### src/rtl/core/cdlr_pkg.sv
package cdlr_pkg;

  localparam int MAX_DIMENSION = 256;
  localparam int FRACTION_BITS = 16;

  localparam int CoordW   = 12;
  localparam int DeltaW   = CoordW + 1;
  localparam int RegW     = 9;
  localparam int CfgIdxW  = 1;
  localparam int ColorW   = 16;
  localparam int AddrW    = 16;
  localparam int DimW     = $clog2(MAX_DIMENSION);
  localparam int QuotW    = FRACTION_BITS + 1;
  localparam int SlopeW   = QuotW + 1;
  localparam int ProdW    = SlopeW + DeltaW;
  localparam int SumW     = ProdW + 1;
  localparam int EndW     = SumW - FRACTION_BITS;
  localparam int AccW     = DimW + FRACTION_BITS + 2;
  localparam int DivSteps = QuotW;
  localparam int CntW     = $clog2(DivSteps);

  localparam logic [RegW-1:0] WidthReset  = 9'd256;
  localparam logic [RegW-1:0] HeightReset = 9'd192;

  typedef enum logic {
    OP_START = 1'b0,
    OP_STEP  = 1'b1
  } op_e;

  typedef enum logic [CfgIdxW-1:0] {
    REG_FRAME_WIDTH  = 1'b0,
    REG_FRAME_HEIGHT = 1'b1
  } reg_e;

  typedef struct packed {
    logic start;
    logic step;
    logic div_step;
    logic mul;
    logic chk;
    logic sel;
  } cmd_t;

  typedef struct packed {
    logic zero_len;
    logic out_block;
  } status_t;

endpackage

### src/rtl/core/clipped_dda_line_rasterizer_top.sv
// step transactions: one per cycle while no stalled pixel holds the input, pixel registered,
// out_valid_o in the cycle after acceptance; after a start the input stalls through
// set-up: restoring slope divider, a multiply and a check step per end; a
// zero-length line skips the division. The divider yields one quotient bit per cycle.
// reset (rst_ni low, asynchronous): no line active, no pixel pending,
// frame_width back to 256 and frame_height back to 192
module clipped_dda_line_rasterizer_top (
  input  logic                                clk_i,
  input  logic                                rst_ni,
  input  logic                                in_valid_i,
  output logic                                in_stall_o,
  input  logic                                operation_i,
  input  logic                                buffer_select_i,
  input  logic signed [cdlr_pkg::CoordW-1:0]  x_start_i,
  input  logic signed [cdlr_pkg::CoordW-1:0]  y_start_i,
  input  logic signed [cdlr_pkg::CoordW-1:0]  x_end_i,
  input  logic signed [cdlr_pkg::CoordW-1:0]  y_end_i,
  input  logic [cdlr_pkg::ColorW-1:0]         pen_color_i,
  output logic                                out_valid_o,
  input  logic                                out_stall_i,
  output logic [cdlr_pkg::AddrW-1:0]          pixel_address_o,
  output logic [cdlr_pkg::ColorW-1:0]         pixel_color_o,
  output logic                                target_buffer_o,
  output logic                                last_pixel_o,
  input  logic                                cfg_we_i,
  input  logic [cdlr_pkg::CfgIdxW-1:0]        cfg_index_i,
  input  logic [cdlr_pkg::RegW-1:0]           cfg_data_i
);
  import cdlr_pkg::*;

  cmd_t    cmd;
  status_t status;

  cdlr_ctrl u_ctrl (
    .clk_i       (clk_i),
    .rst_ni      (rst_ni),
    .in_valid_i  (in_valid_i),
    .operation_i (operation_i),
    .in_stall_o  (in_stall_o),
    .status_i    (status),
    .cmd_o       (cmd)
  );

  cdlr_datapath u_datapath (
    .clk_i           (clk_i),
    .rst_ni          (rst_ni),
    .cmd_i           (cmd),
    .status_o        (status),
    .cfg_we_i        (cfg_we_i),
    .cfg_index_i     (cfg_index_i),
    .cfg_data_i      (cfg_data_i),
    .buffer_select_i (buffer_select_i),
    .x_start_i       (x_start_i),
    .y_start_i       (y_start_i),
    .x_end_i         (x_end_i),
    .y_end_i         (y_end_i),
    .pen_color_i     (pen_color_i),
    .out_stall_i     (out_stall_i),
    .out_valid_o     (out_valid_o),
    .pixel_address_o (pixel_address_o),
    .pixel_color_o   (pixel_color_o),
    .target_buffer_o (target_buffer_o),
    .last_pixel_o    (last_pixel_o)
  );

`ifndef SYNTHESIS
  // a new pixel only follows an accepted step transaction
  assert property (@(posedge clk_i) disable iff (!rst_ni)
    $rose(out_valid_o) |-> $past(in_valid_i && !in_stall_o && operation_i == OP_STEP))
    else $error("pixel issued without a step transaction");

  // line set-up blocks the input side for at least the following cycle
  assert property (@(posedge clk_i) disable iff (!rst_ni)
    (in_valid_i && !in_stall_o && operation_i == OP_START) |=> in_stall_o)
    else $error("input taken during line set-up");

  // set-up commands never reach the datapath together with a step
  assert property (@(posedge clk_i) disable iff (!rst_ni)
    cmd.step |-> !(cmd.div_step || cmd.mul || cmd.chk || cmd.start))
    else $error("step issued during line set-up");
`endif

endmodule

### src/rtl/core/cdlr_ctrl.sv
module cdlr_ctrl (
  input  logic              clk_i,
  input  logic              rst_ni,
  input  logic              in_valid_i,
  input  logic              operation_i,
  output logic              in_stall_o,
  input  cdlr_pkg::status_t status_i,
  output cdlr_pkg::cmd_t    cmd_o
);
  import cdlr_pkg::*;

  typedef enum logic [5:0] {
    ST_IDLE = 6'b000001,
    ST_DIV  = 6'b000010,
    ST_MUL0 = 6'b000100,
    ST_CHK0 = 6'b001000,
    ST_MUL1 = 6'b010000,
    ST_CHK1 = 6'b100000
  } state_e;

  state_e          state_q, state_d;
  logic [CntW-1:0] cnt_q, cnt_d;
  logic            accept;

  assign in_stall_o = (state_q != ST_IDLE) || status_i.out_block;
  assign accept     = in_valid_i && !in_stall_o;

  always_comb begin
    state_d = state_q;
    cnt_d   = cnt_q;
    cmd_o   = '0;
    unique case (state_q)
      ST_IDLE: begin
        if (accept) begin
          if (operation_i == OP_START) begin
            cmd_o.start = 1'b1;
            cnt_d       = '0;
            state_d     = ST_DIV;
          end else begin
            cmd_o.step = 1'b1;
          end
        end
      end
      ST_DIV: begin
        if (status_i.zero_len) begin
          state_d = ST_IDLE;
        end else begin
          cmd_o.div_step = 1'b1;
          cnt_d          = cnt_q + 1'b1;
          if (cnt_q == CntW'(DivSteps - 1)) begin
            state_d = ST_MUL0;
          end
        end
      end
      ST_MUL0: begin
        cmd_o.mul = 1'b1;
        state_d   = ST_CHK0;
      end
      ST_CHK0: begin
        cmd_o.chk = 1'b1;
        state_d   = ST_MUL1;
      end
      ST_MUL1: begin
        cmd_o.mul = 1'b1;
        cmd_o.sel = 1'b1;
        state_d   = ST_CHK1;
      end
      ST_CHK1: begin
        cmd_o.chk = 1'b1;
        cmd_o.sel = 1'b1;
        state_d   = ST_IDLE;
      end
      default: state_d = ST_IDLE;
    endcase
  end

  always_ff @(posedge clk_i or negedge rst_ni) begin
    if (!rst_ni) begin
      state_q <= ST_IDLE;
      cnt_q   <= '0;
    end else begin
      state_q <= state_d;
      cnt_q   <= cnt_d;
    end
  end

endmodule

### src/rtl/core/cdlr_datapath.sv
module cdlr_datapath (
  input  logic                                clk_i,
  input  logic                                rst_ni,
  input  cdlr_pkg::cmd_t                      cmd_i,
  output cdlr_pkg::status_t                   status_o,
  input  logic                                cfg_we_i,
  input  logic [cdlr_pkg::CfgIdxW-1:0]        cfg_index_i,
  input  logic [cdlr_pkg::RegW-1:0]           cfg_data_i,
  input  logic                                buffer_select_i,
  input  logic signed [cdlr_pkg::CoordW-1:0]  x_start_i,
  input  logic signed [cdlr_pkg::CoordW-1:0]  y_start_i,
  input  logic signed [cdlr_pkg::CoordW-1:0]  x_end_i,
  input  logic signed [cdlr_pkg::CoordW-1:0]  y_end_i,
  input  logic [cdlr_pkg::ColorW-1:0]         pen_color_i,
  input  logic                                out_stall_i,
  output logic                                out_valid_o,
  output logic [cdlr_pkg::AddrW-1:0]          pixel_address_o,
  output logic [cdlr_pkg::ColorW-1:0]         pixel_color_o,
  output logic                                target_buffer_o,
  output logic                                last_pixel_o
);
  import cdlr_pkg::*;

  localparam int MinW = AccW - FRACTION_BITS;
  localparam int MulW = 2 * DimW + 1;

  function automatic logic [DimW-1:0] dim_m1(input logic [RegW-1:0] r);
    if (r == '0) begin
      return '0;
    end else if (int'(r) > MAX_DIMENSION) begin
      return DimW'(MAX_DIMENSION - 1);
    end else begin
      return DimW'(r - 1'b1);
    end
  endfunction

  function automatic logic [CoordW-1:0] mag(input logic signed [DeltaW-1:0] v);
    logic signed [DeltaW-1:0] n;
    n = -v;
    return v[DeltaW-1] ? n[CoordW-1:0] : v[CoordW-1:0];
  endfunction

  function automatic logic [DimW-1:0] clamp_end(input logic signed [CoordW-1:0] v,
                                                 input logic [DimW-1:0] hi);
    if (v[CoordW-1]) begin
      return '0;
    end else if (v > $signed({{(CoordW - DimW){1'b0}}, hi})) begin
      return hi;
    end else begin
      return v[DimW-1:0];
    end
  endfunction

  function automatic logic [DimW-1:0] clamp_minor(input logic signed [MinW-1:0] v,
                                                   input logic [DimW-1:0] hi);
    if (v[MinW-1]) begin
      return '0;
    end else if (v > $signed({{(MinW - DimW){1'b0}}, hi})) begin
      return hi;
    end else begin
      return v[DimW-1:0];
    end
  endfunction

  // configuration
  logic [RegW-1:0] width_q, height_q;
  logic [DimW-1:0] wm1, hm1;

  // line set-up
  logic                      x_major_q, dmaj_neg_q, slope_neg_q, bad0_q;
  logic signed [CoordW-1:0]  ma0_q, ma1_q, mi0_q, mi1_q;
  logic [CoordW-1:0]         d_q;
  logic [CoordW:0]           rem_q;
  logic [QuotW-1:0]          quot_q;
  logic signed [ProdW-1:0]   prod_q;
  logic [DimW-1:0]           e0_q;
  logic [ColorW-1:0]         held_color_q;
  logic                      held_buffer_q;

  // line in progress
  logic                      line_active_q, step_neg_q;
  logic [DimW-1:0]           pos_q, limit_q;
  logic signed [AccW-1:0]    acc_q;
  logic signed [SlopeW-1:0]  slope_step_q;

  // result register
  logic                      out_valid_q, last_q, buf_q;
  logic [AddrW-1:0]          addr_q;
  logic [ColorW-1:0]         color_q;

  logic signed [DeltaW-1:0]  dx, dy, dmaj, dmin;
  logic [CoordW-1:0]         adx, ady;
  logic                      xmaj;
  logic                      ge;
  logic [CoordW:0]           rem_sub;
  logic signed [SlopeW-1:0]  slope_mag, slope;
  logic [DimW-1:0]           majm1, minm1, c0, c1, c_sel;
  logic signed [CoordW-1:0]  ma_sel, mi_sel;
  logic signed [DeltaW-1:0]  clamp_dist;
  logic signed [SumW-1:0]    sum;
  logic signed [EndW-1:0]    e_end;
  logic                      bad, commit;
  logic signed [MinW-1:0]    minor;
  logic [DimW-1:0]           mc, col_pre, row_pre, col, row;
  logic [DimW:0]             wdim;
  logic [MulW-1:0]           prod_rc;
  logic [MulW:0]             addr_full;
  logic                      fire, last;

  assign wm1 = dim_m1(width_q);
  assign hm1 = dim_m1(height_q);

  assign dx   = $signed({x_end_i[CoordW-1], x_end_i}) - $signed({x_start_i[CoordW-1], x_start_i});
  assign dy   = $signed({y_end_i[CoordW-1], y_end_i}) - $signed({y_start_i[CoordW-1], y_start_i});
  assign adx  = mag(dx);
  assign ady  = mag(dy);
  assign xmaj = adx > ady;
  assign dmaj = xmaj ? dx : dy;
  assign dmin = xmaj ? dy : dx;

  // restoring division, one quotient bit per cycle
  assign ge      = rem_q >= {1'b0, d_q};
  assign rem_sub = ge ? rem_q - {1'b0, d_q} : rem_q;

  assign slope_mag = $signed({1'b0, quot_q});
  assign slope     = slope_neg_q ? -slope_mag : slope_mag;

  assign majm1  = x_major_q ? wm1 : hm1;
  assign minm1  = x_major_q ? hm1 : wm1;
  assign c0     = clamp_end(ma0_q, majm1);
  assign c1     = clamp_end(ma1_q, majm1);
  assign c_sel  = cmd_i.sel ? c1 : c0;
  assign ma_sel = cmd_i.sel ? ma1_q : ma0_q;
  assign mi_sel = cmd_i.sel ? mi1_q : mi0_q;
  assign clamp_dist = $signed({{(DeltaW - DimW){1'b0}}, c_sel}) -
                      $signed({ma_sel[CoordW-1], ma_sel});

  // minor end in fixed point, truncated toward zero
  assign sum = $signed({{(SumW - CoordW - FRACTION_BITS){mi_sel[CoordW-1]}}, mi_sel,
                        {FRACTION_BITS{1'b0}}}) + $signed({prod_q[ProdW-1], prod_q});
  assign e_end = sum[SumW-1:FRACTION_BITS] +
                 EndW'(sum[SumW-1] && (|sum[FRACTION_BITS-1:0]));
  assign bad    = e_end[EndW-1] || (e_end > $signed({{(EndW - DimW){1'b0}}, minm1}));
  assign commit = cmd_i.chk && cmd_i.sel && !bad0_q && !bad;

  // pixel of the current step
  assign minor   = acc_q[AccW-1:FRACTION_BITS];
  assign mc      = clamp_minor(minor, x_major_q ? hm1 : wm1);
  assign col_pre = x_major_q ? pos_q : mc;
  assign row_pre = x_major_q ? mc : pos_q;
  assign col     = (col_pre > wm1) ? wm1 : col_pre;
  assign row     = (row_pre > hm1) ? hm1 : row_pre;
  assign wdim    = {1'b0, wm1} + 1'b1;
  assign prod_rc = row * wdim;
  assign addr_full = {1'b0, prod_rc} + {{(MulW + 1 - DimW){1'b0}}, col};
  assign fire    = cmd_i.step && line_active_q;
  assign last    = pos_q == limit_q;

  assign status_o.zero_len  = d_q == '0;
  assign status_o.out_block = out_valid_q && out_stall_i;

  always_ff @(posedge clk_i or negedge rst_ni) begin
    if (!rst_ni) begin
      width_q       <= WidthReset;
      height_q      <= HeightReset;
      line_active_q <= 1'b0;
      out_valid_q   <= 1'b0;
    end else begin
      if (cfg_we_i) begin
        unique case (cfg_index_i)
          REG_FRAME_WIDTH:  width_q  <= cfg_data_i;
          REG_FRAME_HEIGHT: height_q <= cfg_data_i;
          default: ;
        endcase
      end
      if (cmd_i.start) begin
        line_active_q <= 1'b0;
      end else if (commit) begin
        line_active_q <= 1'b1;
      end else if (fire && last) begin
        line_active_q <= 1'b0;
      end
      if (fire) begin
        out_valid_q <= 1'b1;
      end else if (!out_stall_i) begin
        out_valid_q <= 1'b0;
      end
    end
  end

  always_ff @(posedge clk_i) begin
    if (cmd_i.start) begin
      x_major_q     <= xmaj;
      ma0_q         <= xmaj ? x_start_i : y_start_i;
      ma1_q         <= xmaj ? x_end_i : y_end_i;
      mi0_q         <= xmaj ? y_start_i : x_start_i;
      mi1_q         <= xmaj ? y_end_i : x_end_i;
      dmaj_neg_q    <= dmaj[DeltaW-1];
      slope_neg_q   <= dmaj[DeltaW-1] ^ dmin[DeltaW-1];
      d_q           <= xmaj ? adx : ady;
      rem_q         <= {1'b0, xmaj ? ady : adx};
      quot_q        <= '0;
      held_color_q  <= pen_color_i;
      held_buffer_q <= buffer_select_i;
    end
    if (cmd_i.div_step) begin
      rem_q  <= {rem_sub[CoordW-1:0], 1'b0};
      quot_q <= {quot_q[QuotW-2:0], ge};
    end
    if (cmd_i.mul) begin
      prod_q <= slope * clamp_dist;
    end
    if (cmd_i.chk && !cmd_i.sel) begin
      bad0_q <= bad;
      e0_q   <= e_end[DimW-1:0];
    end
    if (commit) begin
      pos_q        <= c0;
      limit_q      <= c1;
      step_neg_q   <= dmaj_neg_q;
      acc_q        <= $signed({2'b00, e0_q, {FRACTION_BITS{1'b0}}});
      slope_step_q <= dmaj_neg_q ? -slope : slope;
    end
    if (fire) begin
      addr_q  <= AddrW'(addr_full);
      color_q <= held_color_q;
      buf_q   <= held_buffer_q;
      last_q  <= last;
      if (!last) begin
        pos_q <= step_neg_q ? pos_q - 1'b1 : pos_q + 1'b1;
        acc_q <= acc_q + $signed({{(AccW - SlopeW){slope_step_q[SlopeW-1]}}, slope_step_q});
      end
    end
  end

  assign out_valid_o     = out_valid_q;
  assign pixel_address_o = addr_q;
  assign pixel_color_o   = color_q;
  assign target_buffer_o = buf_q;
  assign last_pixel_o    = last_q;

endmodule
### config.mk
export PLATFORM = sky130hd
export DESIGN_NAME = clipped_dda_line_rasterizer_top
export DESIGN_NICKNAME = d
export VERILOG_FILES = /design/src/rtl/core/cdlr_pkg.sv /design/src/rtl/core/clipped_dda_line_rasterizer_top.sv /design/src/rtl/core/cdlr_ctrl.sv /design/src/rtl/core/cdlr_datapath.sv
export SDC_FILE = /design/constraint.sdc
export NUM_CORES = 2
export LEC_CHECK = 0
export BUFFER_PORTS_ARGS = -buffer_cell sky130_fd_sc_hd__buf_4
export CORE_MARGIN = 4
export CORE_UTILIZATION = 40
export CTS_BUF_LIST = sky130_fd_sc_hd__clkbuf_8
export CTS_CLUSTER_DIAMETER = 150
export DETAILED_ROUTE_END_ITERATION = 10
export HOLD_SLACK_MARGIN = 0.1
export SLEW_MARGIN = 0
export SYNTH_ARGS = -nofsm -noshare
export SYNTH_HDL_FRONTEND = slang
export SYNTH_HIERARCHICAL = 1
export SYNTH_SLANG_ARGS = --single-unit
### constraint.sdc
create_clock -name clk_i -period 36.2 [get_ports clk_i]
set_clock_uncertainty 0.05 [all_clocks]
set_input_delay 7.24 -clock clk_i [delete_from_list [all_inputs] [get_ports clk_i]]
set_output_delay 7.24 -clock clk_i [all_outputs]
set_load 0.01 [all_outputs]
==> impl_results.md <==
* Grt ovf at 0
* Max Cap Violations at 0
* Clock transition at the registers of the reported paths at 0.06 ns
* Die Ht at 279 um
* DR vias at 22200
* Antenna violations before repair at 1
* Startpoint Class: input port
* Starting DRT DRC Count at 1544
* Vias in the first global route at 22400
* Post-CTS Setup Bufs at 0
* Period minus WS final at 15.28 ns
* Post-synth EDFFs at 210
* WL per Instance at 17.3 um
* RSZ-0062 raised after global routing: no
* IO buf count at 116
* Drt drc at 0
* Synth Area in XOR/XNOR at 6.16%
* Fill cell count at 7024
* Synth Area in Simple Gates at 14.6%
* Post-route antenna net violation count at 0
* Hold buffer count at CTS at 0
* Final #Nets at 3834
* Core footprint at 0.0730 mm^2
* Distinct cells, synth at 77
* Layout cell share with drive strength beyond 1 at 10.9%
* Yosys reg bits at 276
* FMAX at 65.4 MHz
* Largest net degree at the start of global routing at 109
* IO Pins at 117
* Data required time of the worst path at 28.91 ns
* Storage element area at 0.00779 mm^2
* Endpoints failing hold at 0
* Final wirelength at 73.1 mm
* R2R Setup Slk at 22.09 ns
* Complex-gate fraction of the synthesized area at 11.8%
* Setup violations, final at 0
* Synth Cell Area at 0.0294 mm^2
* WP data arrival at 7.99 ns
* Starting Density at 40.3%
* Critical Path End Type: output pin
* CTS Buf Count at 51
* # H-tree levels at 2
* FFs w/ async S/R, synth at 11.2%
* Top_reg_cell synth: edfxtp_1
* Post-Syn Area per Cell at 9.52 um^2
* Max transition margin at 19.6%
* CTS tree: done
* Die W at 279 um
* Largest family of logic cells by synthesized area: adder cells
* Outcome: finished clean
* Routability Congestion at 0.870
* HP Class: register to register
* Mux contribution to synthesized area at 4.96%
* Placed wire-length estimate at 57.4 mm
* CTS sink count at 276
* Setup tns final at 0 ns
* Post-cts sizing count at 0
* Cells after Synth at 3092
* Layout area overhead at 11.1%
* Via-to-Cell Ratio at 5.27
* Slew @ Worst Pin at 1.20 ns
* CTS root buf: clkbuf_8
* Post-synthesis sequential area ratio at 26.5%
* Multi-input gate area at 0.0199 mm^2
* First-pass GRT wire length at 119 mm
* Row count at 99
* Die area at 0.0780 mm^2
* Clock Path Buffers at 3
* Worst setup path class: input port to output pin
* Post-synthesis adder-cell area fraction at 29.8%
* Fin crit share at 42.2%
* Max Slew Vio Count at 0
* Drt first pass iters at 6
* Skew-Pair Late Insertion Delay at 0.63 ns
* Syn_nets at 3709
* Syn. warnings at 6
* GRT Util Overall at 18.8%
* Critical Path Fanout Max at 4
* Utilization after layout at 44.8%
final timing paths:
kind	to	depth (start not counted)	start
max	in_stall_o	4	out_stall_i
min in group asynchronous	u_datapath/height_q[5]	1	rst_ni
min reg2reg	u_datapath/pixel_color_o[0]	0	u_datapath/held_color_q[0]
max in group asynchronous	u_ctrl/state_q[0]	1	rst_ni
max reg2reg	u_datapath/prod_q[30]	49	u_datapath/width_q[2]
min	u_datapath/pixel_color_o[0]	0	u_datapath/held_color_q[0]
stage by stage:
step / cell area (um^2) / setup slack, ns / hold WS, ns / cells
5_1_grt: 32700 / 20.90 / 0.370 / 4220
2_1_floorplan: 29400 / 21.20 / 0.350 / 3092
4_1_cts: 32700 / 20.92 / 0.370 / 4219
3_3_place_gp: 31500 / 20.96 / 0.350 / 4123
6_report: 32700 / 20.92 / 0.368 / 4220
3_5_place_dp: 31500 / 20.93 / 0.355 / 4123
cells in the final DEF (no fill, tap or decap), types with 54 or more instances in the layout:
cell type and n:
a21oi_1 118, fa_1 273, nand2_1 323, ha_1 263
o21ai_0 154, nor2b_1 54, clkbuf_8 55, xor2_1 60
buf_4 161, edfxtp_1 210, xnor2_1 146, inv_1 398
nor2_1 218, mux2i_1 74, nand3_1 60, mux2_2 64
critical path, stage by stage:
cell    delay [ns]
buf_4         0.11
and2_1        0.18
or2_2         0.31
buf_4         0.15
cell usage after synthesis, drive strengths merged (5+ instances only):
cell | number | area (um^2)
nand2b | 41 | 257
buf | 11 | 70.1
nor4 | 12 | 75.1
or2 | 26 | 163
o31ai | 33 | 248
o22ai | 21 | 131
dfxtp | 35 | 701
o41ai | 6 | 52.6
fa | 273 | 5470
nand2 | 323 | 1210
nor3b | 5 | 37.5
a211oi | 24 | 193
mux2 | 64 | 721
xor2 | 60 | 526
ha | 263 | 3290
nand3 | 60 | 300
nand3b | 9 | 67.6
or4 | 9 | 75.1
dfrtp | 27 | 676
o21a | 25 | 188
clkbuf | 78 | 293
nor2b | 54 | 338
and3 | 10 | 62.6
or3 | 34 | 213
a21o | 42 | 315
a31oi | 13 | 81.3
o31a | 7 | 61.3
o21ai | 158 | 791
and2 | 38 | 238
edfxtp | 210 | 6310
inv | 386 | 1450
a2111oi | 5 | 50.0
a21boi | 16 | 120
nor2 | 220 | 826
a31o | 6 | 52.6
o211ai | 15 | 113
o21bai | 14 | 105
nand4 | 19 | 119
nor3 | 39 | 195
xnor2 | 147 | 1290
a211o | 5 | 43.8
mux2i | 74 | 741
a21oi | 120 | 604
area by class of cell:
type	count	area share (%)
repair buffers	161	3.70
well taps	959	3.67
diodes	1	0.00765
inverters	387	4.44
clock buffers	55	2.32
flip-flops and latches	276	23.8
multi-input cells	2340	60.8
clock inverters	41	1.23
registers in the layout (all words and copies together), names as in the netlist, 5 cells and up:
signal / cells
u_ctrl/cnt_q: 5
u_ctrl/state_q: 6
u_datapath/acc_q: 26
u_datapath/d_q: 12
u_datapath/e0_q: 8
u_datapath/height_q: 9
u_datapath/held_color_q: 16
u_datapath/limit_q: 8
u_datapath/ma0_q: 12
u_datapath/ma1_q: 12
u_datapath/mi0_q: 12
u_datapath/mi1_q: 12
u_datapath/pixel_address_o: 16
u_datapath/pixel_color_o: 16
u_datapath/pos_q: 8
u_datapath/prod_q: 31
u_datapath/quot_q: 17
u_datapath/rem_q: 13
u_datapath/slope_step_q: 18
u_datapath/width_q: 9
layer usage:
layer	vias to the layer above	share of wire [%]	track usage (%)	routed length (um)
met2	477	48	31.8	34800
met5	-	0	0	0
met3	88	4.7	2.10	3430
met1	10900	46	26.1	33400
li1	10800	-	-	-
met4	0	2.0	4.37	1460
cells by family after synthesis:
logic type | count (synthesis)
adders and majority gates | 538
AOI/OAI and AO/OA | 547
muxes | 138
buffers and inverters | 476
DFF | 276
xor gates and xnor gates | 207
and+or+nand+nor | 910
Power is not shown: default switching activity piles up to over one toggle a cycle in this logic, so the estimate is an artifact.
